[src/rtl/ahg_pkg.sv]
// ----------------------------------------------------------------------------
// ahg_pkg
// shared types, constants and the bar row/code table of the horizon generator
// ----------------------------------------------------------------------------
package ahg_pkg;

  // glyph set
  localparam int SYMBOL_COUNT      = 9;
  localparam logic [7:0] DECORATION_SYMBOL = 8'd19;
  localparam logic [7:0] LEFT_SYMBOL       = 8'd3;
  localparam logic [7:0] RIGHT_SYMBOL      = 8'd2;

  // geometry
  localparam int MAX_GLYPHS   = 36;
  localparam int CNT_W        = $clog2(MAX_GLYPHS);
  localparam int BAR_LANES    = 9;
  localparam int BAR_HALF     = 4;
  localparam int LANE_W       = $clog2(BAR_LANES);
  localparam int BAR_Y_MAX    = 81;
  localparam int BAR_Y_W      = 7;
  localparam int PITCH_SCALE  = 25;
  localparam int PITCH_OFFSET = 4 * SYMBOL_COUNT + 5;
  localparam int ROW_BIAS     = SYMBOL_COUNT / 2;

  // pitch divider: quotient never exceeds the scale factor
  localparam int DIV_STEPS = 5;
  localparam int STEP_W    = $clog2(DIV_STEPS);
  localparam int NUM_W     = 12;

  localparam int QUEUE_DEPTH = 2;

  // mode flag bits
  localparam int MODE_INV_PITCH = 0;
  localparam int MODE_INV_ROLL  = 1;
  localparam int MODE_SIDEBARS  = 2;

  typedef enum logic [3:0] {
    CFG_MODE_FLAGS      = 4'd0,
    CFG_MAX_PITCH       = 4'd1,
    CFG_MAX_ROLL        = 4'd2,
    CFG_SIDEBAR_HEIGHT  = 4'd3,
    CFG_SIDEBAR_WIDTH   = 4'd4,
    CFG_CENTER_COL      = 4'd5,
    CFG_CENTER_ROW      = 4'd6,
    CFG_BAR_SYMBOL_BASE = 4'd7
  } cfg_idx_t;

  typedef struct packed {
    logic [2:0] mode_flags;
    logic [6:0] max_pitch;
    logic [6:0] max_roll;
    logic [3:0] sidebar_height;
    logic [3:0] sidebar_width;
    logic [5:0] center_col;
    logic [4:0] center_row;
    logic [7:0] bar_symbol_base;
  } cfg_t;

  localparam cfg_t CFG_RESET = '{
    mode_flags:      3'd0,
    max_pitch:       7'd20,
    max_roll:        7'd40,
    sidebar_height:  4'd3,
    sidebar_width:   4'd7,
    center_col:      6'd15,
    center_row:      5'd8,
    bar_symbol_base: 8'd128
  };

  // one classified item as handed from front to back
  typedef struct packed {
    logic [BAR_LANES-1:0]              bar_mask;
    logic [BAR_LANES-1:0][BAR_Y_W-1:0] bar_y;
    logic                              blink;
  } job_t;

  typedef enum logic [1:0] {
    F_IDLE,
    F_DIV,
    F_PUSH
  } front_state_t;

  typedef enum logic [1:0] {
    B_IDLE,
    B_BAR,
    B_SIDE
  } back_state_t;

  // bar height -> {row step, sub-position}
  localparam int QUOT_W        = 7;
  localparam int REM_W         = 4;
  localparam int BAR_TBL_DEPTH = 1 << BAR_Y_W;

  typedef logic [BAR_TBL_DEPTH-1:0][QUOT_W+REM_W-1:0] bar_tbl_t;

  function automatic bar_tbl_t build_bar_tbl();
    bar_tbl_t t;
    for (int i = 0; i < BAR_TBL_DEPTH; i++) begin
      t[i] = {QUOT_W'(i / SYMBOL_COUNT), REM_W'(i % SYMBOL_COUNT)};
    end
    return t;
  endfunction

  localparam bar_tbl_t BAR_TBL = build_bar_tbl();

endpackage

[src/rtl/artificial_horizon_glyph_generator_top.sv]
// ----------------------------------------------------------------------------
// artificial_horizon_glyph_generator_top
// attitude word in, stream of horizon line and sidebar glyphs out
// ----------------------------------------------------------------------------
// a word (pitch, roll, blink) is taken when start is high and busy is low and
// is clamped in that same cycle. after that the front holds busy while the
// bit-per-cycle pitch divider (pitch*25/max_pitch) runs and then while it
// classifies the nine bar columns and hands the word to a two-deep queue, so
// the front takes no new word before the last one is handed on. busy stays up
// longer only while that queue is full. the back drains the queue and sends
// glyphs one per cycle, with no gaps inside a run: it loads a word from the
// queue in its idle state, then sends its glyphs, and pops no new word before
// the run is done. the slower of front and back sets the sustained word rate.
// out_valid marks each glyph for exactly one cycle and the receiver must take
// it then; there is no way to hold output off. the final glyph of a run has
// out_last_glyph set. a word that yields no glyph produces nothing on the
// output. registers are written through the cfg channel (cfg_ready is always
// high) and should only change while no word is in flight.
// ----------------------------------------------------------------------------
module artificial_horizon_glyph_generator_top (
  input  logic               clk,
  input  logic               rst_n,

  // attitude words
  input  logic               start,
  output logic               busy,
  input  logic signed [8:0]  in_pitch_deg,
  input  logic signed [8:0]  in_roll_deg,
  input  logic               in_blink_on,

  // glyph stream
  output logic               out_valid,
  output logic signed [7:0]  out_glyph_col,
  output logic signed [6:0]  out_glyph_row,
  output logic [7:0]         out_glyph_code,
  output logic               out_glyph_blink,
  output logic               out_last_glyph,

  // register writes
  input  logic               cfg_valid,
  output logic               cfg_ready,
  input  logic [3:0]         cfg_index,
  input  logic [7:0]         cfg_data
);

  ahg_pkg::cfg_t cfg_r;

  // front <-> queue <-> back
  ahg_pkg::job_t front_job;
  ahg_pkg::job_t queue_job;
  logic          q_push, q_pop, q_full, q_empty;

  assign cfg_ready = 1'b1;

  // register file; indexes past the list are dropped, data is cut to width
  always_ff @(posedge clk) begin
    if (!rst_n) begin
      cfg_r <= ahg_pkg::CFG_RESET;
    end else if (cfg_valid) begin
      case (cfg_index)
        ahg_pkg::CFG_MODE_FLAGS:      cfg_r.mode_flags      <= cfg_data[2:0];
        ahg_pkg::CFG_MAX_PITCH:       cfg_r.max_pitch       <= cfg_data[6:0];
        ahg_pkg::CFG_MAX_ROLL:        cfg_r.max_roll        <= cfg_data[6:0];
        ahg_pkg::CFG_SIDEBAR_HEIGHT:  cfg_r.sidebar_height  <= cfg_data[3:0];
        ahg_pkg::CFG_SIDEBAR_WIDTH:   cfg_r.sidebar_width   <= cfg_data[3:0];
        ahg_pkg::CFG_CENTER_COL:      cfg_r.center_col      <= cfg_data[5:0];
        ahg_pkg::CFG_CENTER_ROW:      cfg_r.center_row      <= cfg_data[4:0];
        ahg_pkg::CFG_BAR_SYMBOL_BASE: cfg_r.bar_symbol_base <= cfg_data;
        default: ;
      endcase
    end
  end

  // clamp, scale pitch, classify bar columns
  ahg_front u_front (
    .clk       (clk),
    .rst_n     (rst_n),
    .cfg       (cfg_r),
    .start     (start),
    .pitch_deg (in_pitch_deg),
    .roll_deg  (in_roll_deg),
    .blink_on  (in_blink_on),
    .busy      (busy),
    .q_full    (q_full),
    .push      (q_push),
    .job       (front_job)
  );

  // lets the front take the next word while the back is still sending
  ahg_queue u_queue (
    .clk   (clk),
    .rst_n (rst_n),
    .push  (q_push),
    .din   (front_job),
    .pop   (q_pop),
    .dout  (queue_job),
    .full  (q_full),
    .empty (q_empty)
  );

  // glyph sequencer: bars, then sidebars and markers
  ahg_back u_back (
    .clk             (clk),
    .rst_n           (rst_n),
    .cfg             (cfg_r),
    .q_empty         (q_empty),
    .q_dout          (queue_job),
    .pop             (q_pop),
    .out_valid       (out_valid),
    .out_glyph_col   (out_glyph_col),
    .out_glyph_row   (out_glyph_row),
    .out_glyph_code  (out_glyph_code),
    .out_glyph_blink (out_glyph_blink),
    .out_last_glyph  (out_last_glyph)
  );

endmodule

[src/rtl/ahg_front.sv]
// ----------------------------------------------------------------------------
// ahg_front
// takes an attitude word, clamps, scales pitch and classifies the bar columns
// ----------------------------------------------------------------------------
module ahg_front (
  input  logic                clk,
  input  logic                rst_n,
  input  ahg_pkg::cfg_t       cfg,
  input  logic                start,
  input  logic signed [8:0]   pitch_deg,
  input  logic signed [8:0]   roll_deg,
  input  logic                blink_on,
  output logic                busy,
  input  logic                q_full,
  output logic                push,
  output ahg_pkg::job_t       job
);

  ahg_pkg::front_state_t state_r, state_nxt;

  logic [ahg_pkg::NUM_W-1:0]     rem_r;
  logic [ahg_pkg::DIV_STEPS-1:0] quot_r;
  logic [ahg_pkg::STEP_W-1:0]    step_r;
  logic                          neg_r;
  logic signed [7:0]             roll_r;
  logic                          blink_r;

  // accept path: invert, clamp, magnitude times scale
  logic signed [9:0]         p_raw, p_inv, p_lim, p_cl;
  logic signed [9:0]         r_raw, r_inv, r_lim, r_cl;
  logic [6:0]                p_mag;
  logic [ahg_pkg::NUM_W-1:0] num;

  always_comb begin
    p_raw = 10'(pitch_deg);
    p_inv = cfg.mode_flags[ahg_pkg::MODE_INV_PITCH] ? -p_raw : p_raw;
    p_lim = $signed({3'b000, cfg.max_pitch});
    if (p_inv > p_lim) begin
      p_cl = p_lim;
    end else if (p_inv < -p_lim) begin
      p_cl = -p_lim;
    end else begin
      p_cl = p_inv;
    end
    p_mag = p_cl[9] ? 7'(-p_cl) : 7'(p_cl);
    num   = ahg_pkg::NUM_W'(p_mag) * ahg_pkg::NUM_W'(ahg_pkg::PITCH_SCALE);

    r_raw = 10'(roll_deg);
    r_inv = cfg.mode_flags[ahg_pkg::MODE_INV_ROLL] ? -r_raw : r_raw;
    r_lim = $signed({3'b000, cfg.max_roll});
    if (r_inv > r_lim) begin
      r_cl = r_lim;
    end else if (r_inv < -r_lim) begin
      r_cl = -r_lim;
    end else begin
      r_cl = r_inv;
    end
  end

  // one restoring step per cycle
  logic [ahg_pkg::NUM_W-1:0] div_shift;
  logic                      div_fits;

  assign div_shift = ahg_pkg::NUM_W'(cfg.max_pitch) << step_r;
  assign div_fits  = (cfg.max_pitch != '0) && (rem_r >= div_shift);

  // bar lanes: y = trunc(-roll*x/8) + offset - scaled pitch
  logic signed [6:0]  q_s;
  logic signed [9:0]  y_base;
  logic signed [10:0] roll_ext;
  logic signed [10:0] fac  [ahg_pkg::BAR_LANES];
  logic signed [10:0] prod [ahg_pkg::BAR_LANES];
  logic signed [10:0] tr   [ahg_pkg::BAR_LANES];
  logic signed [9:0]  y    [ahg_pkg::BAR_LANES];

  always_comb begin
    q_s      = neg_r ? -$signed({2'b00, quot_r}) : $signed({2'b00, quot_r});
    y_base   = 10'(ahg_pkg::PITCH_OFFSET) - 10'(q_s);
    roll_ext = 11'(roll_r);
    job.blink = blink_r;
    for (int i = 0; i < ahg_pkg::BAR_LANES; i++) begin
      fac[i]  = $signed(11'(ahg_pkg::BAR_HALF - i));
      prod[i] = roll_ext * fac[i];
      tr[i]   = prod[i][10] ? -((-prod[i]) >>> 3) : (prod[i] >>> 3);
      y[i]    = 10'(tr[i]) + y_base;
      job.bar_mask[i] = !y[i][9] && (y[i] <= 10'(ahg_pkg::BAR_Y_MAX));
      job.bar_y[i]    = y[i][ahg_pkg::BAR_Y_W-1:0];
    end
  end

  always_comb begin : front_next
    state_nxt = state_r;
    case (state_r)
      ahg_pkg::F_IDLE: if (start) state_nxt = ahg_pkg::F_DIV;
      ahg_pkg::F_DIV:  if (step_r == '0) state_nxt = ahg_pkg::F_PUSH;
      ahg_pkg::F_PUSH: if (!q_full) state_nxt = ahg_pkg::F_IDLE;
      default:         state_nxt = ahg_pkg::F_IDLE;
    endcase
  end

  always_comb begin : front_out
    busy = (state_r != ahg_pkg::F_IDLE);
    push = (state_r == ahg_pkg::F_PUSH) && !q_full;
  end

  always_ff @(posedge clk) begin
    if (!rst_n) begin
      state_r <= ahg_pkg::F_IDLE;
    end else begin
      state_r <= state_nxt;
    end
  end

  always_ff @(posedge clk) begin
    if (state_r == ahg_pkg::F_IDLE && start) begin
      rem_r   <= num;
      quot_r  <= '0;
      step_r  <= ahg_pkg::STEP_W'(ahg_pkg::DIV_STEPS - 1);
      neg_r   <= p_cl[9];
      roll_r  <= 8'(r_cl);
      blink_r <= blink_on;
    end else if (state_r == ahg_pkg::F_DIV) begin
      if (div_fits) begin
        rem_r  <= rem_r - div_shift;
        quot_r <= quot_r | (ahg_pkg::DIV_STEPS'(1) << step_r);
      end
      step_r <= step_r - 1'b1;
    end
  end

endmodule

[src/rtl/ahg_queue.sv]
// ----------------------------------------------------------------------------
// ahg_queue
// short first-in first-out buffer of classified words between front and back
// ----------------------------------------------------------------------------
module ahg_queue (
  input  logic          clk,
  input  logic          rst_n,
  input  logic          push,
  input  ahg_pkg::job_t din,
  input  logic          pop,
  output ahg_pkg::job_t dout,
  output logic          full,
  output logic          empty
);

  localparam int PTR_W = $clog2(ahg_pkg::QUEUE_DEPTH);
  localparam int CNT_W = $clog2(ahg_pkg::QUEUE_DEPTH + 1);

  ahg_pkg::job_t     mem_r [ahg_pkg::QUEUE_DEPTH];
  logic [PTR_W-1:0]  wr_ptr_r, rd_ptr_r;
  logic [CNT_W-1:0]  cnt_r;

  assign full  = (cnt_r == CNT_W'(ahg_pkg::QUEUE_DEPTH));
  assign empty = (cnt_r == '0);
  assign dout  = mem_r[rd_ptr_r];

  always_ff @(posedge clk) begin
    if (!rst_n) begin
      wr_ptr_r <= '0;
      rd_ptr_r <= '0;
      cnt_r    <= '0;
    end else begin
      if (push) wr_ptr_r <= (wr_ptr_r == PTR_W'(ahg_pkg::QUEUE_DEPTH - 1)) ? '0
                                                                          : wr_ptr_r + 1'b1;
      if (pop)  rd_ptr_r <= (rd_ptr_r == PTR_W'(ahg_pkg::QUEUE_DEPTH - 1)) ? '0
                                                                          : rd_ptr_r + 1'b1;
      if (push && !pop) begin
        cnt_r <= cnt_r + 1'b1;
      end else if (pop && !push) begin
        cnt_r <= cnt_r - 1'b1;
      end
    end
  end

  always_ff @(posedge clk) begin
    if (push) mem_r[wr_ptr_r] <= din;
  end

endmodule

[src/rtl/ahg_back.sv]
// ----------------------------------------------------------------------------
// ahg_back
// walks one classified word and sends its glyphs, one per cycle
// ----------------------------------------------------------------------------
module ahg_back (
  input  logic               clk,
  input  logic               rst_n,
  input  ahg_pkg::cfg_t      cfg,
  input  logic               q_empty,
  input  ahg_pkg::job_t      q_dout,
  output logic               pop,
  output logic               out_valid,
  output logic signed [7:0]  out_glyph_col,
  output logic signed [6:0]  out_glyph_row,
  output logic [7:0]         out_glyph_code,
  output logic               out_glyph_blink,
  output logic               out_last_glyph
);

  ahg_pkg::back_state_t state_r, state_nxt;

  logic [ahg_pkg::BAR_LANES-1:0]                      mask_r;
  logic [ahg_pkg::BAR_LANES-1:0][ahg_pkg::BAR_Y_W-1:0] bar_y_r;
  logic                                               blink_r;
  logic [ahg_pkg::CNT_W-1:0]                          cnt_r;
  logic signed [4:0]                                  dy_r;
  logic                                               side_r;
  logic                                               mark_r;

  logic                 out_valid_r, out_last_r, out_blink_r;
  logic signed [7:0]    out_col_r;
  logic signed [6:0]    out_row_r;
  logic [7:0]           out_code_r;

  logic                                     side_en;
  logic                                     emit, last, run_end;
  logic [ahg_pkg::LANE_W-1:0]               lane;
  logic [ahg_pkg::BAR_LANES-1:0]            mask_clr;
  logic [ahg_pkg::BAR_Y_W-1:0]              y_sel;
  logic [ahg_pkg::QUOT_W+ahg_pkg::REM_W-1:0] tbl_ent;
  logic [7:0]                               col;
  logic [6:0]                               row;
  logic [7:0]                               code;

  assign side_en = cfg.mode_flags[ahg_pkg::MODE_SIDEBARS];

  always_comb begin : emit_logic
    lane = '0;
    for (int i = ahg_pkg::BAR_LANES - 1; i >= 0; i--) begin
      if (mask_r[i]) lane = ahg_pkg::LANE_W'(i);
    end
    y_sel   = bar_y_r[lane];
    tbl_ent = ahg_pkg::BAR_TBL[y_sel];

    pop      = (state_r == ahg_pkg::B_IDLE) && !q_empty;
    emit     = 1'b0;
    run_end  = 1'b0;
    mask_clr = mask_r;
    col      = '0;
    row      = '0;
    code     = '0;
    case (state_r)
      ahg_pkg::B_BAR: begin
        emit     = 1'b1;
        mask_clr = mask_r & ~(ahg_pkg::BAR_LANES'(1) << lane);
        run_end  = (mask_clr == '0) && !side_en;
        col  = 8'(cfg.center_col) + 8'(lane) - 8'(ahg_pkg::BAR_HALF);
        row  = 7'(cfg.center_row) + tbl_ent[ahg_pkg::QUOT_W+ahg_pkg::REM_W-1:ahg_pkg::REM_W]
               - 7'(ahg_pkg::ROW_BIAS);
        code = cfg.bar_symbol_base + 8'(tbl_ent[ahg_pkg::REM_W-1:0]);
      end
      ahg_pkg::B_SIDE: begin
        emit    = 1'b1;
        run_end = mark_r && side_r;
        if (!mark_r) begin
          col  = side_r ? 8'(cfg.center_col) + 8'(cfg.sidebar_width)
                        : 8'(cfg.center_col) - 8'(cfg.sidebar_width);
          row  = 7'(cfg.center_row) + 7'(dy_r);
          code = ahg_pkg::DECORATION_SYMBOL;
        end else begin
          col  = side_r ? 8'(cfg.center_col) + 8'(cfg.sidebar_width) - 8'd1
                        : 8'(cfg.center_col) - 8'(cfg.sidebar_width) + 8'd1;
          row  = 7'(cfg.center_row);
          code = side_r ? ahg_pkg::RIGHT_SYMBOL : ahg_pkg::LEFT_SYMBOL;
        end
      end
      default: ;
    endcase
    // cap at the glyph budget
    last = emit && (run_end || (cnt_r == ahg_pkg::CNT_W'(ahg_pkg::MAX_GLYPHS - 1)));
  end

  always_comb begin : back_next
    state_nxt = state_r;
    case (state_r)
      ahg_pkg::B_IDLE: begin
        if (!q_empty) begin
          if (q_dout.bar_mask != '0) begin
            state_nxt = ahg_pkg::B_BAR;
          end else if (side_en) begin
            state_nxt = ahg_pkg::B_SIDE;
          end
        end
      end
      ahg_pkg::B_BAR: begin
        if (last) begin
          state_nxt = ahg_pkg::B_IDLE;
        end else if (mask_clr == '0) begin
          state_nxt = ahg_pkg::B_SIDE;
        end
      end
      ahg_pkg::B_SIDE: if (last) state_nxt = ahg_pkg::B_IDLE;
      default: state_nxt = ahg_pkg::B_IDLE;
    endcase
  end

  always_ff @(posedge clk) begin
    if (!rst_n) begin
      state_r     <= ahg_pkg::B_IDLE;
      out_valid_r <= 1'b0;
      out_last_r  <= 1'b0;
    end else begin
      state_r     <= state_nxt;
      out_valid_r <= emit;
      out_last_r  <= last;
    end
  end

  always_ff @(posedge clk) begin
    if (pop) begin
      mask_r  <= q_dout.bar_mask;
      bar_y_r <= q_dout.bar_y;
      blink_r <= q_dout.blink;
      cnt_r   <= '0;
      dy_r    <= 5'sd0 - $signed({1'b0, cfg.sidebar_height});
      side_r  <= 1'b0;
      mark_r  <= 1'b0;
    end else if (emit) begin
      cnt_r  <= cnt_r + 1'b1;
      mask_r <= mask_clr;
      if (state_r == ahg_pkg::B_SIDE) begin
        if (!side_r) begin
          side_r <= 1'b1;
        end else if (!mark_r) begin
          side_r <= 1'b0;
          if (dy_r == $signed({1'b0, cfg.sidebar_height})) begin
            mark_r <= 1'b1;
          end else begin
            dy_r <= dy_r + 5'sd1;
          end
        end
      end
    end
  end

  always_ff @(posedge clk) begin
    if (emit) begin
      out_col_r   <= col;
      out_row_r   <= row;
      out_code_r  <= code;
      out_blink_r <= blink_r;
    end
  end

  assign out_valid       = out_valid_r;
  assign out_last_glyph  = out_last_r;
  assign out_glyph_col   = out_col_r;
  assign out_glyph_row   = out_row_r;
  assign out_glyph_code  = out_code_r;
  assign out_glyph_blink = out_blink_r;

endmodule

[config.mk]
export PLATFORM = sky130hd
export DESIGN_NAME = artificial_horizon_glyph_generator_top
export DESIGN_NICKNAME = d
export VERILOG_FILES = /design/src/rtl/ahg_pkg.sv /design/src/rtl/artificial_horizon_glyph_generator_top.sv /design/src/rtl/ahg_front.sv /design/src/rtl/ahg_queue.sv /design/src/rtl/ahg_back.sv
export SDC_FILE = /design/constraint.sdc
export NUM_CORES = 1
export LEC_CHECK = 0
export ABC_CLOCK_PERIOD_IN_PS = 15900
export BUFFER_PORTS_ARGS = -buffer_cell sky130_fd_sc_hd__buf_2
export CORE_UTILIZATION = 55
export CTS_CLUSTER_SIZE = 8
export DETAILED_ROUTE_END_ITERATION = 8
export PLACE_DENSITY = 0.71
export SYNTH_ARGS = -nofsm -noshare
export SYNTH_HDL_FRONTEND = slang
export SYNTH_HIERARCHICAL = 1
export SYNTH_SLANG_ARGS = --single-unit
[constraint.sdc]
create_clock -name clk -period 15.9 [get_ports clk]
set_input_delay 0.795 -clock clk [delete_from_list [all_inputs] [get_ports clk]]
set_output_delay 0.795 -clock clk [all_outputs]
set_load 0.03 [all_outputs]
Word-level counts from Yosys, hierarchy flattened:

Memory sizes are Yosys's and may differ from the RTL's. A register that Yosys moved wholly into a read port is not among the register bits.
Cells that the tools add are included.

* bits in read-only memories: 1408
* RAM bits: 146
* memories kept: 2
* bits in registers: 194
* output and inout port bits: 28
* logic and storage cells: 282
* bits of input ports: 35

Memory list
* (no name shown): depth 128, width 11, rd ports 1, clocked after Yosys merged registers in 0, wr ports 0, line ahg_back.sv:53 `tbl_ent = ahg_pkg::BAR_TBL[y_sel];`
* u_queue.mem_r: depth 2, width 73, rd ports 1, clocked after Yosys merged registers in 1, wr ports 1, line ahg_queue.sv:19 `ahg_pkg::job_t mem_r [ahg_pkg::QUEUE_DEPTH];`

* multiplexer cells: 74
* reductions and logical operators: 65
* shift-type cells: 3
* multipliers: 3
* $lt $le $gt $ge: 16
* eq/ne operators: 23
* add/sub/neg operators: 52
* bitwise logic cells: 3

Operators with widths (count)
* 10-bit 2-to-1 mux: 12
* 10-bit by 8-bit <= comparator with 1-bit output (second input constant): 9
* 8-bit negation with 10-bit output: 9
* 10-bit adder: 8
* 11-bit negation: 5
* 8-bit 2-to-1 mux: 5
* 12-bit 2-to-1 mux: 3
* 4-bit 2-to-1 mux: 9
* 7-bit 2-to-1 mux: 5
* 8-bit case mux with 2 select lines: 2
* 5-bit 2-to-1 mux: 6
* 7-bit binary-select mux with 4-bit select: 1
* 9-bit 2-to-1 mux: 3
* 8-bit by 3-bit multiplier with 11-bit output (second input constant): 2
* 2-bit 2-to-1 mux: 11
* 2-bit AND reduction: 11
* 10-bit by 8-bit greater-than comparator with 1-bit output: 2
* 10-bit less-than comparator: 2
* 7-bit negation with 10-bit output: 2
* 9-bit negation with 10-bit output: 2
* 1-bit logical AND: 18
* 9-bit zero test: 2
* 4-bit by 3-bit equality test with 1-bit output (second input constant): 4
* 6-bit by 4-bit adder with 7-bit output: 2
* 60 further kinds: 104

Depth between registers and ports, before layout:

* depth in word-level cells: 19
* depth in mapped cells: 30
* mapped depth without buffers: 30

Hierarchy:

The synthesis kept the hierarchy.

Modules (own cells, without submodules)
* ahg_front: cells an instance 1434, instances 1, sequential area each 860.8 µm², area each 11129.4 µm²
* ahg_back: cells an instance 805, instances 1, sequential area each 3303.2 µm², area each 7912.6 µm²
* ahg_queue: cells an instance 249, instances 1, sequential area each 4484.3 µm², area each 5511.5 µm²
* artificial_horizon_glyph_generator_top: cells an instance 179, instances 1, sequential area each 880.8 µm², area each 1762.9 µm²

Least setup slack after synthesis:

OpenSTA, ideal clock, no wires.

* path type: input -> register
* from: input in_pitch_deg[0]
* to: register u_front/rem_r[11] (netlist name) (data pin)
* data required time: 15.638 ns
* cell stages on the path: 26
* path slack: 9.592 ns
* library setup time: 0.262 ns
* arrival time: 6.046 ns
* path buffers: 0
* cell sequence: inv_1 > ha_1 > nor4b_1 > a21o_1 > and2_1 > inv_1 > ha_1 > a2111oi_2 > and4_1 > nor2_1 > a311o_1 > clkinv_2 > o211ai_2 > o21ai_0 > xnor2_1 > ha_1 > ha_1 > fa_1 > ha_1 > a21oi_1 > o21bai_1 > a21oi_1 > o21ai_0 > xor2_1 > nand2_1 > o31ai_1

* cells in the longest elaborated chain, start to end: 9
* elaborated cells between the ends (all ways): 10
* those cells by class: 2 x add/sub; 1 x mul; 2 x order compare; 5 x mux

Ends and longest elaborated chain
* start, declared: line artificial_horizon_glyph_generator_top.sv:27 `input logic signed [8:0] in_pitch_deg,`
* 9-bit negation with 10-bit output: line ahg_front.sv:36 `p_inv = cfg.mode_flags[ahg_pkg::MODE_INV_PITCH] ? -p_raw : p_raw;`
* 10-bit 2-to-1 mux (*): line ahg_front.sv:36
* 10-bit less-than comparator: line ahg_front.sv:40 `end else if (p_inv < -p_lim) begin`
* 10-bit 2-to-1 mux: line ahg_front.sv:40
* 10-bit 2-to-1 mux (*): line ahg_front.sv:38 `if (p_inv > p_lim) begin`
* 7-bit negation: line ahg_front.sv:45 `p_mag = p_cl[9] ? 7'(-p_cl) : 7'(p_cl);`
* 7-bit 2-to-1 mux (*): line ahg_front.sv:45
* 7-bit by 5-bit multiplier with 12-bit output (*): line ahg_front.sv:46 `num = ahg_pkg::NUM_W'(p_mag) * ahg_pkg::NUM_W'(ahg_pkg::PITCH_SCALE);`
* 12-bit 2-to-1 mux (*): line ahg_front.sv:115 `if (state_r == ahg_pkg::F_IDLE && start) begin`
* end signal, assigned: line ahg_front.sv:116 `rem_r <= num;`
* end signal, assigned: line ahg_front.sv:124 `rem_r <= rem_r - div_shift;`
* end, declared: line ahg_front.sv:21 `logic [ahg_pkg::NUM_W-1:0] rem_r;`

Every way passes the cells marked *; elsewhere a longest branch is shown, timed or not.
A chain may end at the register's enable or synchronous reset.

Final worst setup path:

Same ends and word-level chain as after synthesis.

==> results.toml <==
[clock_network]
clk_pin_slew_ns = 0.06
cts-root-buf = "clkbuf_16"
h-tree-depth = 2
clkLatencyLatePin_ns = 0.59
cts_hold_buf = 0
cts_buffers = 50
cts_tree = "done"
clock_sinks = 341
ctsResizeCount = 0
clockBufferDepth = 3
postCtsSetupRepairBufs = 0

[routing]
drt_wl_total_mm = 67.1
route.vias.total = 20400
routed_via_density = 6.14
drt-pass1-iter-count = 9
routedWlPerCell_um = 20.2
ant_nets = 0
first_iter_violations = 2014
drc_errors = 2

[power]
p_sw_share_pct = 45.3
clockPowerShare_pct = 16.2
p_switching_mw = 2.72
p_int_mw = 3.28
peakVddDrop_uv = 118
combPwrFrac_pct = 58.9
power_density_nw_per_um2 = 211
p_seq_share_pct = 24.9
p_leak_nw = 11.5

[worst_setup_path]
end_kind = "flip-flop"
worstPathArrival_ns = 7.02
rr_startpoint = "cfg_r[34]$_SDFFE_PN0P_"
reg2regPathDepth = 26
critPathRequiredTime_ns = 16.21
cp-start-kind = "primary input"
path_class = "in -> reg"
r2r_setup_slack_ns = 9.36
path_max_fanout = 9
r2r-end = "u_front/rem_r[11]$_DFFE_PP_"

[synth]
yosys-top-cells-area = "edfxtp_1, ha_1, xnor2_1"
async_flop_share_pct = 0
synth_edf_count = 270
yosysTopAreaCellShare_pct = 30.8
ys_ff_latch = 341
netlist_area_um2 = 26300
netlist_instances = 2667
ys_warn_count = 6
synth_ff_type = "edfxtp_1"
synthDistinctLibCells = 119
syn_avg_cell_area_um2 = 9.87
ys_seq_area_share_pct = 36.2
netlist.top_cell.by_area = "edfxtp_1"
syn_nets = 2981

[outcome]
status = "complete, but fails checks"
violations = "DRC"

[global_routing]
grt_usage_pct = 27.5
grt_pass1_wl_mm = 105
grt_pass1_vias = 19400
antenna_found_initial = 0
grt_overflow = 0
grt_max_degree = 78

[sta]
post-route-period-util_pct = 42.3
drv_slew = 0
worst_slew_pin_slew_ns = 1.06
setup_tns_ns = 0
setup_violations = 0
rsz0062_at_grt = "false"
min_period_ns = 6.72
fmax_mhz = 149
relSlewSlack_pct = 27.2
fin_skew_ns = 0.0247
hold_violations = 0

[finish]
seqCellArea_um2 = 9530
design_area_um2 = 28500
final_nets = 3016
multi_input_area_um2 = 15700
drive_gt1_share_pct = 10.9
antenna_cells = 0
fill_cells = 3951
syn_to_final_growth_pct = 8.23

[floorplanning]
die-height_um = 221
initial_core_util_pct = 56.2
io_pins = 63
die_w_um = 221
core_area_um2 = 46900
rows = 79
dieArea_um2 = 48700

[worst_hold_path]
min_from = "in_blink_on"
hold_depth = 1
hp-class = "in -> reg"
holdPathEnd = "u_front/blink_r$_DFFE_PP_"

[place]
numPortBuffers = 61
postPlaceCellArea_um2 = 27100
hpwl_mm = 49.9
gp_congestion = 0.944

[run]
maxCapViolCount = 0
[synth_stat cells, drive strengths merged (53+ instances only)]
cell    count
edfxtp    270
ha        259
nand2     210
nor2      187
inv       176
xnor2     173
a21oi     134
o21ai     132
mux2       81
mux2i      81
dfxtp      71
xor2       68
nor3       61
nor2b      53
[power groups by stage]
stage	clock network (mW)	registers (mW)	logic (mW)
floorplan	0	1.49	2.63
global placement	0	1.50	3.37
detailed placement	0	1.51	3.47
CTS	0.990	1.49	3.49
global route	1.02	1.51	3.88
finish	0.969	1.49	3.54
[how the worst max path moves through the flow]
stage,start,to,slack [ns],depth (start not counted)
global placement,in_pitch_deg[0],u_front/rem_r[11]$_DFFE_PP_,8.77,28
global route,in_pitch_deg[0],u_front/rem_r[11]$_DFFE_PP_,8.72,28
finish,in_pitch_deg[0],u_front/rem_r[11]$_DFFE_PP_,9.18,27
CTS,in_pitch_deg[0],u_front/rem_r[11]$_DFFE_PP_,9.24,27
floorplan,in_pitch_deg[0],u_front/rem_r[11]$_DFFE_PP_,9.59,26
detailed placement,in_pitch_deg[0],u_front/rem_r[11]$_DFFE_PP_,8.59,28
[flip-flops by register name (all words and copies together), names as in the netlist, 6 cells and up, named ones only]
register	cells
u_front/rem_r	12
cfg_r	44
u_back/out_glyph_row	7
u_front/roll_r	8
u_back/cnt_r	6
u_back/mask_r	9
u_back/out_glyph_col	8
u_queue/mem_r	146
u_back/bar_y_r	63
u_back/out_glyph_code	8
[critical path: stages]
cell       delay [ns]
buf_2            0.13
inv_1            0.08
ha_1             0.17
nor4b_1          0.49
a21o_1           0.20
and2_1           0.22
inv_1            0.07
ha_1             0.32
a2111oi_2        0.52
and4_1           0.31
nor2_1           0.16
a311o_1          0.42
clkinv_2         0.09
o211ai_2         0.09
o21ai_0          0.25
xnor2_1          0.23
ha_1             0.30
ha_1             0.31
fa_1             0.47
ha_1             0.34
a21oi_1          0.24
o21bai_1         0.09
a21oi_1          0.22
o21ai_0          0.16
xor2_1           0.16
nand2_1          0.07
o31ai_1          0.09
[cells in the final DEF (no fill, tap or decap), drive strengths merged, types with 42 or more instances in the layout]
master  Yosys  layout
ha        259     259
buf        45      79
dfxtp      71      71
inv       176     177
o21ai     132     132
nand2b     42      42
a21oi     134     134
xnor2     173     173
nor2b      53      53
edfxtp    270     270
nor2      187     187
xor2       68      68
nor3       61      61
nand3      47      47
clkbuf     51      66
nand2     210     210
mux2       81      81
mux2i      81      81
[cells by family after synthesis]
| logic type | Yosys count | synth area share [%] |
|---|---|---|
| AO/OA/AOI/OAI | 620 | 16.1 |
| adder cells (fa/ha/maj) | 280 | 13.9 |
| buffers and inverters | 274 | 4.39 |
| XOR/XNOR | 247 | 8.70 |
| multiplexers | 164 | 6.73 |
| other | 1 | 0.0142 |
| flip-flops | 341 | 36.2 |
| AND/OR/NAND/NOR | 740 | 14.0 |
[metrics by stage]
stage	util (%)	power (mW)	setup WS (ns)	hold slack (ns)	instances
finish	60.8	6.00	9.18	0.390	3331
global route	60.8	6.42	8.72	0.370	3331
CTS	60.8	5.98	9.24	0.366	3331
detailed placement	57.8	4.98	8.59	0.431	3257
floorplan	-	4.12	9.59	0.400	2667
global placement	57.8	4.87	8.77	0.422	3257
[area by class of cell]
| class | instances | area share (%) |
|---|---|---|
| Tap cell | 607 | 2.67 |
| Timing Repair Buffer | 79 | 1.55 |
| Sequential cell | 341 | 33.5 |
| Multi-Input combinational cell | 2052 | 55.0 |
| Clock inverter | 8 | 0.294 |
| Inverter | 178 | 2.35 |
| Clock buffer | 66 | 4.68 |
[routing by layer]
metal	wire length [µm]	global-route usage, %
met5	0	0
met4	1360	6.92
met3	3870	3.75
met2	30500	44.0
met1	31400	39.0
No activity file was read; power rests on OpenSTA's default activity.
